==> src/rtl/core/fmbq_pkg.sv <==
// ----------------------------------------------------------------------------
// fmbq_pkg
// Shared types, constants and ring index helpers for the front/middle/back
// queue: operation and status codes, the per-operation access plan and the
// sequencer states.
// ----------------------------------------------------------------------------
`default_nettype none

package fmbq_pkg;

  // Queue sizing
  localparam int CAPACITY   = 1024;
  localparam int HALF_DEPTH = (CAPACITY + 1) / 2;
  localparam int ADDR_W     = (HALF_DEPTH > 1) ? $clog2(HALF_DEPTH) : 1;
  localparam int HCNT_W     = $clog2(HALF_DEPTH + 1);
  localparam int TOT_W      = HCNT_W + 1;

  // Field widths
  localparam int DATA_W  = 32;
  localparam int OP_W    = 3;
  localparam int COUNT_W = 11;

  typedef logic [ADDR_W-1:0] addr_t;
  typedef logic [HCNT_W-1:0] hcnt_t;

  typedef enum logic [OP_W-1:0] {
    OP_PUSH_FRONT  = 3'd0,
    OP_PUSH_MIDDLE = 3'd1,
    OP_PUSH_BACK   = 3'd2,
    OP_POP_FRONT   = 3'd3,
    OP_POP_MIDDLE  = 3'd4,
    OP_POP_BACK    = 3'd5
  } op_t;

  typedef enum logic [1:0] {
    ST_OK    = 2'd0,
    ST_EMPTY = 2'd1,
    ST_FULL  = 2'd2
  } status_t;

  // Which half supplies the popped element
  typedef enum logic [1:0] {
    POP_NONE  = 2'd0,
    POP_FRONT = 2'd1,
    POP_BACK  = 2'd2
  } pop_src_t;

  // Sequencer states
  typedef enum logic {
    S_IDLE  = 1'b0,
    S_WRITE = 1'b1
  } state_t;

  // Memory accesses of one operation: reads in the accept cycle, writes in
  // the write-back state. A moved element comes from the other half's read.
  typedef struct packed {
    logic     f_rd;
    addr_t    f_rd_addr;
    logic     b_rd;
    addr_t    b_rd_addr;
    pop_src_t pop_src;
    logic     f_wr;
    addr_t    f_wr_addr;
    logic     f_wr_moved;
    logic     b_wr;
    addr_t    b_wr_addr;
    logic     b_wr_moved;
    status_t  status;
    logic [COUNT_W-1:0] count;
  } plan_t;

  // Ring position start + k, wrapped once
  function automatic addr_t ring_idx(input addr_t start, input hcnt_t k);
    logic [TOT_W:0] sum;
    begin
      sum = (TOT_W+1)'(start) + (TOT_W+1)'(k);
      if (sum >= (TOT_W+1)'(HALF_DEPTH)) begin
        sum = sum - (TOT_W+1)'(HALF_DEPTH);
      end
      return ADDR_W'(sum);
    end
  endfunction

  // Ring position start - 1, wrapped
  function automatic addr_t ring_dec(input addr_t start);
    begin
      if (start == '0) begin
        return ADDR_W'(HALF_DEPTH - 1);
      end
      return start - ADDR_W'(1);
    end
  endfunction

endpackage

`default_nettype wire

==> src/rtl/core/fmbq_ctrl.sv <==
// ----------------------------------------------------------------------------
// fmbq_ctrl
// Ring pointers and counts of both halves. Decodes an operation against the
// current pointers into a plan of memory reads and writes, and advances the
// pointers when the transaction is accepted.
// ----------------------------------------------------------------------------
`default_nettype none

module fmbq_ctrl (
  input  wire logic                        clk,
  input  wire logic                        rst,
  input  wire logic                        take,
  input  wire logic [fmbq_pkg::OP_W-1:0]   operation,
  output fmbq_pkg::plan_t                  plan
);

  fmbq_pkg::addr_t front_start, front_start_next;
  fmbq_pkg::addr_t back_start,  back_start_next;
  fmbq_pkg::hcnt_t front_count, front_count_next;
  fmbq_pkg::hcnt_t back_count,  back_count_next;

  logic [fmbq_pkg::TOT_W-1:0] total;
  logic [fmbq_pkg::TOT_W-1:0] total_next;
  logic                       front_heavy;
  fmbq_pkg::addr_t            f_last, f_tail, f_prev, f_next;
  fmbq_pkg::addr_t            b_last, b_tail, b_prev, b_next;

  // Ring positions of the current state
  always_comb begin
    total       = fmbq_pkg::TOT_W'(front_count) + fmbq_pkg::TOT_W'(back_count);
    front_heavy = front_count > back_count;
    f_last      = fmbq_pkg::ring_idx(front_start, front_count - fmbq_pkg::HCNT_W'(1));
    f_tail      = fmbq_pkg::ring_idx(front_start, front_count);
    f_prev      = fmbq_pkg::ring_dec(front_start);
    f_next      = fmbq_pkg::ring_idx(front_start, fmbq_pkg::HCNT_W'(1));
    b_last      = fmbq_pkg::ring_idx(back_start, back_count - fmbq_pkg::HCNT_W'(1));
    b_tail      = fmbq_pkg::ring_idx(back_start, back_count);
    b_prev      = fmbq_pkg::ring_dec(back_start);
    b_next      = fmbq_pkg::ring_idx(back_start, fmbq_pkg::HCNT_W'(1));
  end

  // Decode the operation into accesses and next pointers
  always_comb begin
    plan             = '0;
    plan.pop_src     = fmbq_pkg::POP_NONE;
    plan.status      = fmbq_pkg::ST_OK;
    front_start_next = front_start;
    back_start_next  = back_start;
    front_count_next = front_count;
    back_count_next  = back_count;

    unique case (operation) inside
      fmbq_pkg::OP_PUSH_FRONT,
      fmbq_pkg::OP_PUSH_MIDDLE,
      fmbq_pkg::OP_PUSH_BACK: begin
        if (total >= fmbq_pkg::TOT_W'(fmbq_pkg::CAPACITY)) begin
          plan.status = fmbq_pkg::ST_FULL;
        end else if (operation == fmbq_pkg::OP_PUSH_BACK) begin
          if (!front_heavy && back_count != '0) begin
            // shift the first back element to the front tail, append behind
            plan.b_rd        = 1'b1;
            plan.b_rd_addr   = back_start;
            plan.f_wr        = 1'b1;
            plan.f_wr_addr   = f_tail;
            plan.f_wr_moved  = 1'b1;
            plan.b_wr        = 1'b1;
            plan.b_wr_addr   = b_tail;
            back_start_next  = b_next;
            front_count_next = front_count + fmbq_pkg::HCNT_W'(1);
          end else if (!front_heavy) begin
            plan.f_wr        = 1'b1;
            plan.f_wr_addr   = f_tail;
            front_count_next = front_count + fmbq_pkg::HCNT_W'(1);
          end else begin
            plan.b_wr        = 1'b1;
            plan.b_wr_addr   = b_tail;
            back_count_next  = back_count + fmbq_pkg::HCNT_W'(1);
          end
        end else begin
          // move the last front element over when the front is heavy
          if (front_heavy) begin
            plan.f_rd        = 1'b1;
            plan.f_rd_addr   = f_last;
            plan.b_wr        = 1'b1;
            plan.b_wr_addr   = b_prev;
            plan.b_wr_moved  = 1'b1;
            back_start_next  = b_prev;
            back_count_next  = back_count + fmbq_pkg::HCNT_W'(1);
          end else begin
            front_count_next = front_count + fmbq_pkg::HCNT_W'(1);
          end
          plan.f_wr = 1'b1;
          if (operation == fmbq_pkg::OP_PUSH_FRONT) begin
            plan.f_wr_addr   = f_prev;
            front_start_next = f_prev;
          end else begin
            plan.f_wr_addr   = front_heavy ? f_last : f_tail;
          end
        end
      end
      fmbq_pkg::OP_POP_FRONT,
      fmbq_pkg::OP_POP_MIDDLE: begin
        if (total == '0) begin
          plan.status = fmbq_pkg::ST_EMPTY;
        end else begin
          plan.f_rd    = 1'b1;
          plan.pop_src = fmbq_pkg::POP_FRONT;
          if (operation == fmbq_pkg::OP_POP_FRONT) begin
            plan.f_rd_addr   = front_start;
            front_start_next = f_next;
          end else begin
            plan.f_rd_addr   = f_last;
          end
          // refill the front tail from the back head when it falls short
          if (!front_heavy && back_count != '0) begin
            plan.b_rd       = 1'b1;
            plan.b_rd_addr  = back_start;
            plan.f_wr       = 1'b1;
            plan.f_wr_addr  = (operation == fmbq_pkg::OP_POP_FRONT) ? f_tail : f_last;
            plan.f_wr_moved = 1'b1;
            back_start_next = b_next;
            back_count_next = back_count - fmbq_pkg::HCNT_W'(1);
          end else begin
            front_count_next = front_count - fmbq_pkg::HCNT_W'(1);
          end
        end
      end
      fmbq_pkg::OP_POP_BACK: begin
        if (total == '0) begin
          plan.status = fmbq_pkg::ST_EMPTY;
        end else if (back_count == '0) begin
          plan.f_rd        = 1'b1;
          plan.f_rd_addr   = f_last;
          plan.pop_src     = fmbq_pkg::POP_FRONT;
          front_count_next = front_count - fmbq_pkg::HCNT_W'(1);
        end else begin
          plan.b_rd      = 1'b1;
          plan.b_rd_addr = b_last;
          plan.pop_src   = fmbq_pkg::POP_BACK;
          if (front_heavy) begin
            // front now two ahead: hand its last element to the back head
            plan.f_rd        = 1'b1;
            plan.f_rd_addr   = f_last;
            plan.b_wr        = 1'b1;
            plan.b_wr_addr   = b_prev;
            plan.b_wr_moved  = 1'b1;
            back_start_next  = b_prev;
            front_count_next = front_count - fmbq_pkg::HCNT_W'(1);
          end else begin
            back_count_next  = back_count - fmbq_pkg::HCNT_W'(1);
          end
        end
      end
      default: begin
        // unused codes leave the queue as is
      end
    endcase

    total_next = fmbq_pkg::TOT_W'(front_count_next) + fmbq_pkg::TOT_W'(back_count_next);
    plan.count = fmbq_pkg::COUNT_W'(total_next);
  end

  // Pointer and count registers
  always_ff @(posedge clk) begin
    if (rst) begin
      front_start <= '0;
      back_start  <= '0;
      front_count <= '0;
      back_count  <= '0;
    end else if (take) begin
      front_start <= front_start_next;
      back_start  <= back_start_next;
      front_count <= front_count_next;
      back_count  <= back_count_next;
    end
  end

  // Front half holds the ceiling of half the elements
  a_balance: assert property (@(posedge clk) disable iff (rst)
    (front_count == back_count) || (front_count == back_count + fmbq_pkg::HCNT_W'(1)))
    else $error("fmbq_ctrl: halves out of balance");

  // Accepted transaction moves the total by at most one
  a_step: assert property (@(posedge clk) disable iff (rst)
    take |=> (total == $past(total)) || (total == $past(total) + fmbq_pkg::TOT_W'(1))
             || (total + fmbq_pkg::TOT_W'(1) == $past(total)))
    else $error("fmbq_ctrl: total changed by more than one");

  // Total never exceeds the capacity
  a_cap: assert property (@(posedge clk) disable iff (rst)
    total <= fmbq_pkg::TOT_W'(fmbq_pkg::CAPACITY))
    else $error("fmbq_ctrl: total above capacity");

endmodule

`default_nettype wire

==> config.mk <==
export PLATFORM = sky130hd
export DESIGN_NAME = fmbq_ctrl
export DESIGN_NICKNAME = d
export VERILOG_FILES = /design/src/rtl/core/fmbq_pkg.sv /design/src/rtl/core/fmbq_ctrl.sv
export SDC_FILE = /design/constraint.sdc
export NUM_CORES = 1
export LEC_CHECK = 0
export ABC_AREA = 1
export BUFFER_PORTS_ARGS = -buffer_cell sky130_fd_sc_hd__buf_2
export CAP_MARGIN = 5
export CORE_MARGIN = 2
export CORE_UTILIZATION = 35
export CTS_BUF_LIST = sky130_fd_sc_hd__clkbuf_4 sky130_fd_sc_hd__clkbuf_8 sky130_fd_sc_hd__clkbuf_16
export DETAILED_ROUTE_END_ITERATION = 6
export REMOVE_ABC_BUFFERS = 1
export SYNTH_ARGS = -nofsm -noshare
export SYNTH_HDL_FRONTEND = slang
export SYNTH_SLANG_ARGS = --single-unit
==> constraint.sdc <==
create_clock -name clk -period 8.4 [get_ports clk]
set_input_delay 2.52 -clock clk [delete_from_list [all_inputs] [get_ports clk]]
set_output_delay 2.52 -clock clk [all_outputs]
set_load 0.05 [all_outputs]
==> impl_metrics.py, run 1 <==
metrics = {
    "run_status": {
        "status": "finished clean",
    },
    "route": {
        "drc": 0,
        "initialDrtViolationCount": 834,
        "firstDrtPassIters": 6,
        "wl_per_cell_um": 17.0,
        "ant_nets": 0,
        "routed_wl_mm": 28.3,
        "viasPerCell": 5.52,
        "vias": 9197,
    },
    "pwr": {
        "p_leak_nw": 4.46,
        "power_density_nw_per_um2": 289,
        "power_mw": 2.48,
        "vdd_drop_max_mv": 0.185,
    },
    "clock_tree": {
        "cts_tree": "yes",
        "path_clk_slew_ns": 0.06,
        "insertion_delay_ns": 0.30,
        "cts_sinks": 38,
        "cts_max_path_buffers": 2,
        "cts_buffers": 5,
        "htree_num_levels": 2,
        "hold_buffers": 0,
        "cts-root-buf": "clkbuf_16",
    },
    "finish": {
        "final_common_cell": "nand2_1",
        "post-route-util": 0.393,
        "diodes": 0,
        "mostFrequentLayoutCells": "nand2_1 (334), inv_1 (159), o21ai_0 (109)",
        "layout.nets": 1469,
        "area_growth_pct": 10.4,
        "drive_gt1_frac": 0.119,
        "layoutNonFillerInstCount": 1666,
    },
    "sta": {
        "finalHoldViolations": 0,
        "finalSetupViolations": 0,
        "finClkSkew_ns": 0.0100,
        "rsz0062_at_grt": "yes",
        "fin_crit_ns": 8.03,
        "max_slew_margin": 0.432,
        "tightest_slew_ns": 0.851,
        "finalCritPeriodShare": 0.956,
        "drv_slew": 0,
        "max_freq_ghz": 0.124,
    },
    "grt": {
        "grt_max_degree": 29,
        "grt_overflow_total": 0,
        "met3_usage": 0.0326,
        "use_met2": 0.379,
        "grt_antenna_before_repair": 0,
        "grt-busiest-layer": "met2",
        "grtUsageTotal": 0.238,
        "grtUsageMet1": 0.330,
        "grt_pass1_vias": 8372,
        "grt_pass1_wl_mm": 45.0,
    },
    "place": {
        "dpl.hpwl_mm": 21.8,
        "dp.cells": 1659,
        "io_buffers": 62,
        "place_congestion": 0.938,
    },
    "worst_setup_path": {
        "cp-start-kind": "input port",
        "path_class": "input port to output port",
        "cp_max_fo": 14,
        "cp_slowest_cell": "ha_1",
        "cp-end-kind": "output port",
        "crit_required_ns": 5.88,
        "cp_slowest_stage_delay_ns": 0.36,
        "arrival_ns": 5.51,
        "cp_top_family": "simple AND/OR/NAND/NOR gates",
        "crit_top_cell": "nand2_1",
        "cp.buffers_inverters": 4,
    },
    "synthesis": {
        "ys_seq_area_frac": 0.0980,
        "synth-edff-count": 0,
        "synthDominantCellAreaShare": 0.161,
        "synthTopCellsByArea": "nand2_1 (16%), ha_1 (11%), dfxtp_1 (9.8%)",
        "syn_inst": 1335,
        "synth-seq-cells": 38,
        "async_flop_share": 0,
        "syn_area_um2": 7760,
        "synth.avg_cell_area_um2": 5.82,
        "ys_warn_count": 0,
        "ys.flop_type": "dfxtp_1",
        "yosys.cell_types.count": 51,
        "synth_top_cell_by_area": "nand2_1",
    },
    "floorplanning": {
        "fp.dieW_um": 153,
        "dieArea_um2": 23400,
        "start_util": 0.356,
        "core_um2": 21800,
        "ios": 63,
        "die_y_um": 153,
        "rows": 54,
    },
    "run": {
        "cap_violations": 0,
    },
    "hold_path": {
        "holdCritPathClass": "flop to flop",
    },
}
[layer usage]
metal,vias up,share of wire
li1,4528,-
met1,4221,0.45
met2,387,0.45
met3,61,0.071
met4,0,0.030
met5,-,0
[power breakdown]
group	internal, mW	switching [mW]
clock	0.108	0.0842
combinational	0.572	1.46
sequential	0.202	0.0512
total	0.881	1.60
[final timing paths]
kind	start	slack [ns]	cells after the start	endpoint
max	operation[1]	0.37	26	plan[9]
min	back_start[7]	0.63	2	back_start[7]
max reg2reg	back_count[8]	4.48	16	back_start[8]
min reg2reg	back_start[7]	0.63	2	back_start[7]
[what timing repair did]
item / 4_1_cts / 5_1_grt
buffers inserted: 0 / 0
setup endpoints to repair: 0 / 4
resized for setup: 0 / 8
[tightest hold or removal path: stages (launching register included)]
cell	delay [ns]
dfxtp_1	0.38
o21ai_1	0.15
nor2_1	0.05
[cell usage after synthesis (all sizes together), types with 27 or more instances]
| master | instances |
|---|---|
| nor3 | 27 |
| o21ai | 137 |
| buf | 28 |
| a21oi | 94 |
| ha | 71 |
| nor2 | 118 |
| nand3 | 109 |
| xor2 | 49 |
| dfxtp | 38 |
| inv | 171 |
| o211ai | 27 |
| nand2 | 342 |
[through the flow]
step	hold WS, ns	area (µm²)	setup slack (ns)	TNS (ns)
final	0.629	8570	0.368	0
after global routing	0.674	8570	-0.00798	-0.00798
after CTS	0.621	8560	0.0932	0
after detailed placement	0.609	8420	0.122	0
after global placement	0.611	8420	0.0844	0
after floorplan	0.544	7490	-1.20	-6.33
[cell type report]
cell class / count / area, µm²
Clock buffer: 5 / 125
Clock inverter: 2 / 10.0
Fill cell: 2408 / 13300
Inverter: 175 / 659
Multi-Input combinational cell: 1068 / 6080
Sequential cell: 38 / 761
Tap cell: 280 / 350
Timing Repair Buffer: 98 / 586
[cell families (layout without fill, tap and decap cells)]
logic type / after synthesis / count (layout) / synth area share
xor+xnor: 62 / 62 / 0.0699
fa+ha+maj: 77 / 77 / 0.130
flops: 38 / 38 / 0.0980
simple gates: 632 / 632 / 0.365
buf+inv: 229 / 280 / 0.120
compound gates: 297 / 297 / 0.218
[state kept, by name, summed over array words and instances, names as in the netlist]
| register | count |
|---|---|
| front_start | 9 |
| front_count | 10 |
| back_start | 9 |
| back_count | 10 |
Power figures use the tool's default switching activity.
==> inputs of run 2 (changes only) <==
--- a/config.mk
+++ b/config.mk
@@ -5,13 +5,14 @@
 export SDC_FILE = /design/constraint.sdc
 export NUM_CORES = 1
 export LEC_CHECK = 0
-export ABC_AREA = 1
+export ABC_AREA = 0
 export BUFFER_PORTS_ARGS = -buffer_cell sky130_fd_sc_hd__buf_2
 export CAP_MARGIN = 5
 export CORE_MARGIN = 2
 export CORE_UTILIZATION = 35
 export CTS_BUF_LIST = sky130_fd_sc_hd__clkbuf_4 sky130_fd_sc_hd__clkbuf_8 sky130_fd_sc_hd__clkbuf_16
 export DETAILED_ROUTE_END_ITERATION = 6
+export GPL_TIMING_DRIVEN = 0
 export REMOVE_ABC_BUFFERS = 1
 export SYNTH_ARGS = -nofsm -noshare
 export SYNTH_HDL_FRONTEND = slang
==> run 2 against run 1 <==
  * Count of clock-buffer cells in the layout rose by 2
  * Routed wire length fell by 6.3%
  * Sequential share of layout area rose by 0.28 points
  * Global-route usage down 0.57 points
  * Synthesized area down 7.5%
  * Clock skew down 0.0032 ns
  * Non-clock buffer count increased by 3
  * Final cell count shrank 21%
  * Highest routed layer unchanged
  * Register-to-register slack got worse by 0.84 ns
  * Largest cell class unchanged
  * First-iteration DRC count is 8.4% higher
==> impl_metrics.py, run 2 <==
metrics = {
    "run_status": {
        "status": "finished clean",
    },
    "worst_setup_path": {
        "cp_max_fo": 8,
        "crit_required_ns": 5.88,
        "worstReg2RegStart": "back_count[5]",
        "path_class": "input port to output port",
        "arrival_ns": 5.76,
        "cp-end-kind": "output port",
        "startpoint": "operation[1]",
        "cp-start-kind": "input port",
    },
    "route": {
        "routed_wl_mm": 26.5,
        "wl_per_cell_um": 20.1,
        "viasPerCell": 6.26,
        "initialDrtViolationCount": 904,
        "drc": 0,
        "vias": 8231,
        "firstDrtPassIters": 6,
        "ant_nets": 0,
    },
    "synthesis": {
        "synthDominantCellAreaShare": 0.124,
        "ys_warn_count": 0,
        "synthTopCellsByArea": "ha_1 (12%), dfxtp_1 (11%), a21oi_1 (6.2%)",
        "synth_top_cell_by_area": "ha_1",
        "ys.flop_type": "dfxtp_1",
        "synth.top_cells.by_count": "a21oi_1 (89), nor2_1 (81), nand2_1 (78)",
        "ys_seq_area_frac": 0.106,
        "synth.avg_cell_area_um2": 7.12,
        "async_flop_share": 0,
        "yosys.cell_types.count": 92,
        "synth-edff-count": 0,
        "synth-seq-cells": 38,
        "syn_area_um2": 7180,
        "yosysMostFrequentCell": "a21oi_1",
        "syn_inst": 1008,
    },
    "finish": {
        "area_growth_pct": 15.9,
        "final_common_cell": "a21oi_1",
        "layout.nets": 1128,
        "diodes": 0,
        "largestRegisters": "back_count: 10 flops, front_count: 10 flops",
        "drive_gt1_frac": 0.179,
        "post-route-util": 0.413,
        "mostFrequentLayoutCells": "a21oi_1 (83), nor2_1 (79), nand2_1 (73)",
    },
    "floorplanning": {
        "fp.dieW_um": 147,
        "core_um2": 20200,
        "ios": 63,
        "die_y_um": 147,
        "start_util": 0.356,
        "rows": 52,
        "dieArea_um2": 21700,
    },
    "place": {
        "place_congestion": 0.905,
        "io_buffers": 62,
        "dpl.hpwl_mm": 18.2,
        "pre_cts_slack_ns": -2.40,
    },
    "hold_path": {
        "hp-start": "back_start[8]",
        "holdCritPathClass": "flop to flop",
    },
    "sta": {
        "finalWorstSetupSlack_ns": 0.121,
        "tightest_slew_ns": 1.08,
        "finalSetupViolations": 0,
        "max_freq_ghz": 0.121,
        "finalHoldViolations": 0,
        "finalHoldWorstSlack_ns": 0.603,
        "max_slew_margin": 0.276,
        "finClkSkew_ns": 0.00681,
        "drv_slew": 0,
        "finalCritPeriodShare": 0.986,
        "fin_crit_ns": 8.28,
    },
    "clock_tree": {
        "cts_max_path_buffers": 2,
        "cts_buffers": 5,
        "path_clk_slew_ns": 0.06,
        "htree_num_levels": 2,
        "hold_buffers": 0,
        "insertion_delay_ns": 0.30,
        "cts-root-buf": "clkbuf_16",
        "cts_sinks": 38,
        "cts_tree": "yes",
    },
    "run": {
        "cap_violations": 0,
    },
    "grt": {
        "grt_pass1_vias": 7386,
        "grt_pass1_wl_mm": 40.7,
        "grt_max_degree": 37,
        "grtUsageTotal": 0.232,
        "grt_overflow_total": 0,
        "grt_antenna_before_repair": 0,
    },
}
[run 2: area by class of cell]
class | count | area, µm²
Sequential cell | 38 | 762
Multi-Input combinational cell | 844 | 6090
Timing Repair Buffer | 101 | 781
Inverter | 55 | 210
Fill cell | 2140 | 11800
Tap cell | 270 | 338
Clock buffer | 7 | 140
[run 2: what timing repair did]
action / CTS / global route
buffers inserted: 9 / 26
pin swaps: 11 / 17
gates resized for setup: 37 / 35
gates cloned: 3 / 3
endpoints found under the setup margin: 28 / 7
[run 2: final timing paths]
check / depth (start not counted) / slack [ns] / to
max: 20 / 0.12 / plan[9]
min: 2 / 0.60 / back_start[8]
max reg2reg: 10 / 3.64 / front_start[3]
min reg2reg: 2 / 0.60 / back_start[8]
[run 2: stage by stage]
step	cell area (µm²)	setup TNS, ns	cells
CTS	7890	0	1286
global route	8320	-0.00137	1315
detailed placement	7510	-22.26	1267
floorplan	6830	-12.49	934
global placement	7480	-65.84	1266
finish	8320	0	1315
[run 2: routing by layer]
layer  up-vias  GRT usage  wire length (µm)
li1       3830          -                 -
met1      3879      0.326             11800
met2       436      0.352             11400
met3        86     0.0432              2290
met4         0     0.0880               982
met5         -          0                 0
[run 2: logic make-up (layout without fill, tap and decap cells)]
family | count (synthesis) | after routing | share of synthesized area
simple gates | 349 | 352 | 0.250
compound gates | 328 | 328 | 0.317
buf+inv | 129 | 163 | 0.0770
fa+ha+maj | 77 | 77 | 0.140
xor+xnor | 72 | 72 | 0.0878
flops | 38 | 38 | 0.106
mux | 15 | 15 | 0.0218
[run 2: critical path, cell delays in order]
cell and delay, ns:
buf_16 0.12, and3b_4 0.20, nor2_4 0.13, clkbuf_16 0.16, nand2_8 0.08, nor3_4 0.23
nand2_1 0.11, and3_4 0.22, buf_4 0.14, a21o_1 0.19, ha_1 0.27, a21o_1 0.19
a21oi_2 0.14, o21ai_0 0.09, a21oi_1 0.19, o21bai_1 0.10, a21oi_2 0.19, nand3_1 0.10
o311ai_1 0.10, buf_4 0.26
Power of run 2 is left out: the tool's default activity adds up to more than one toggle a clock period on the data nets, which glitch-free logic cannot reach.
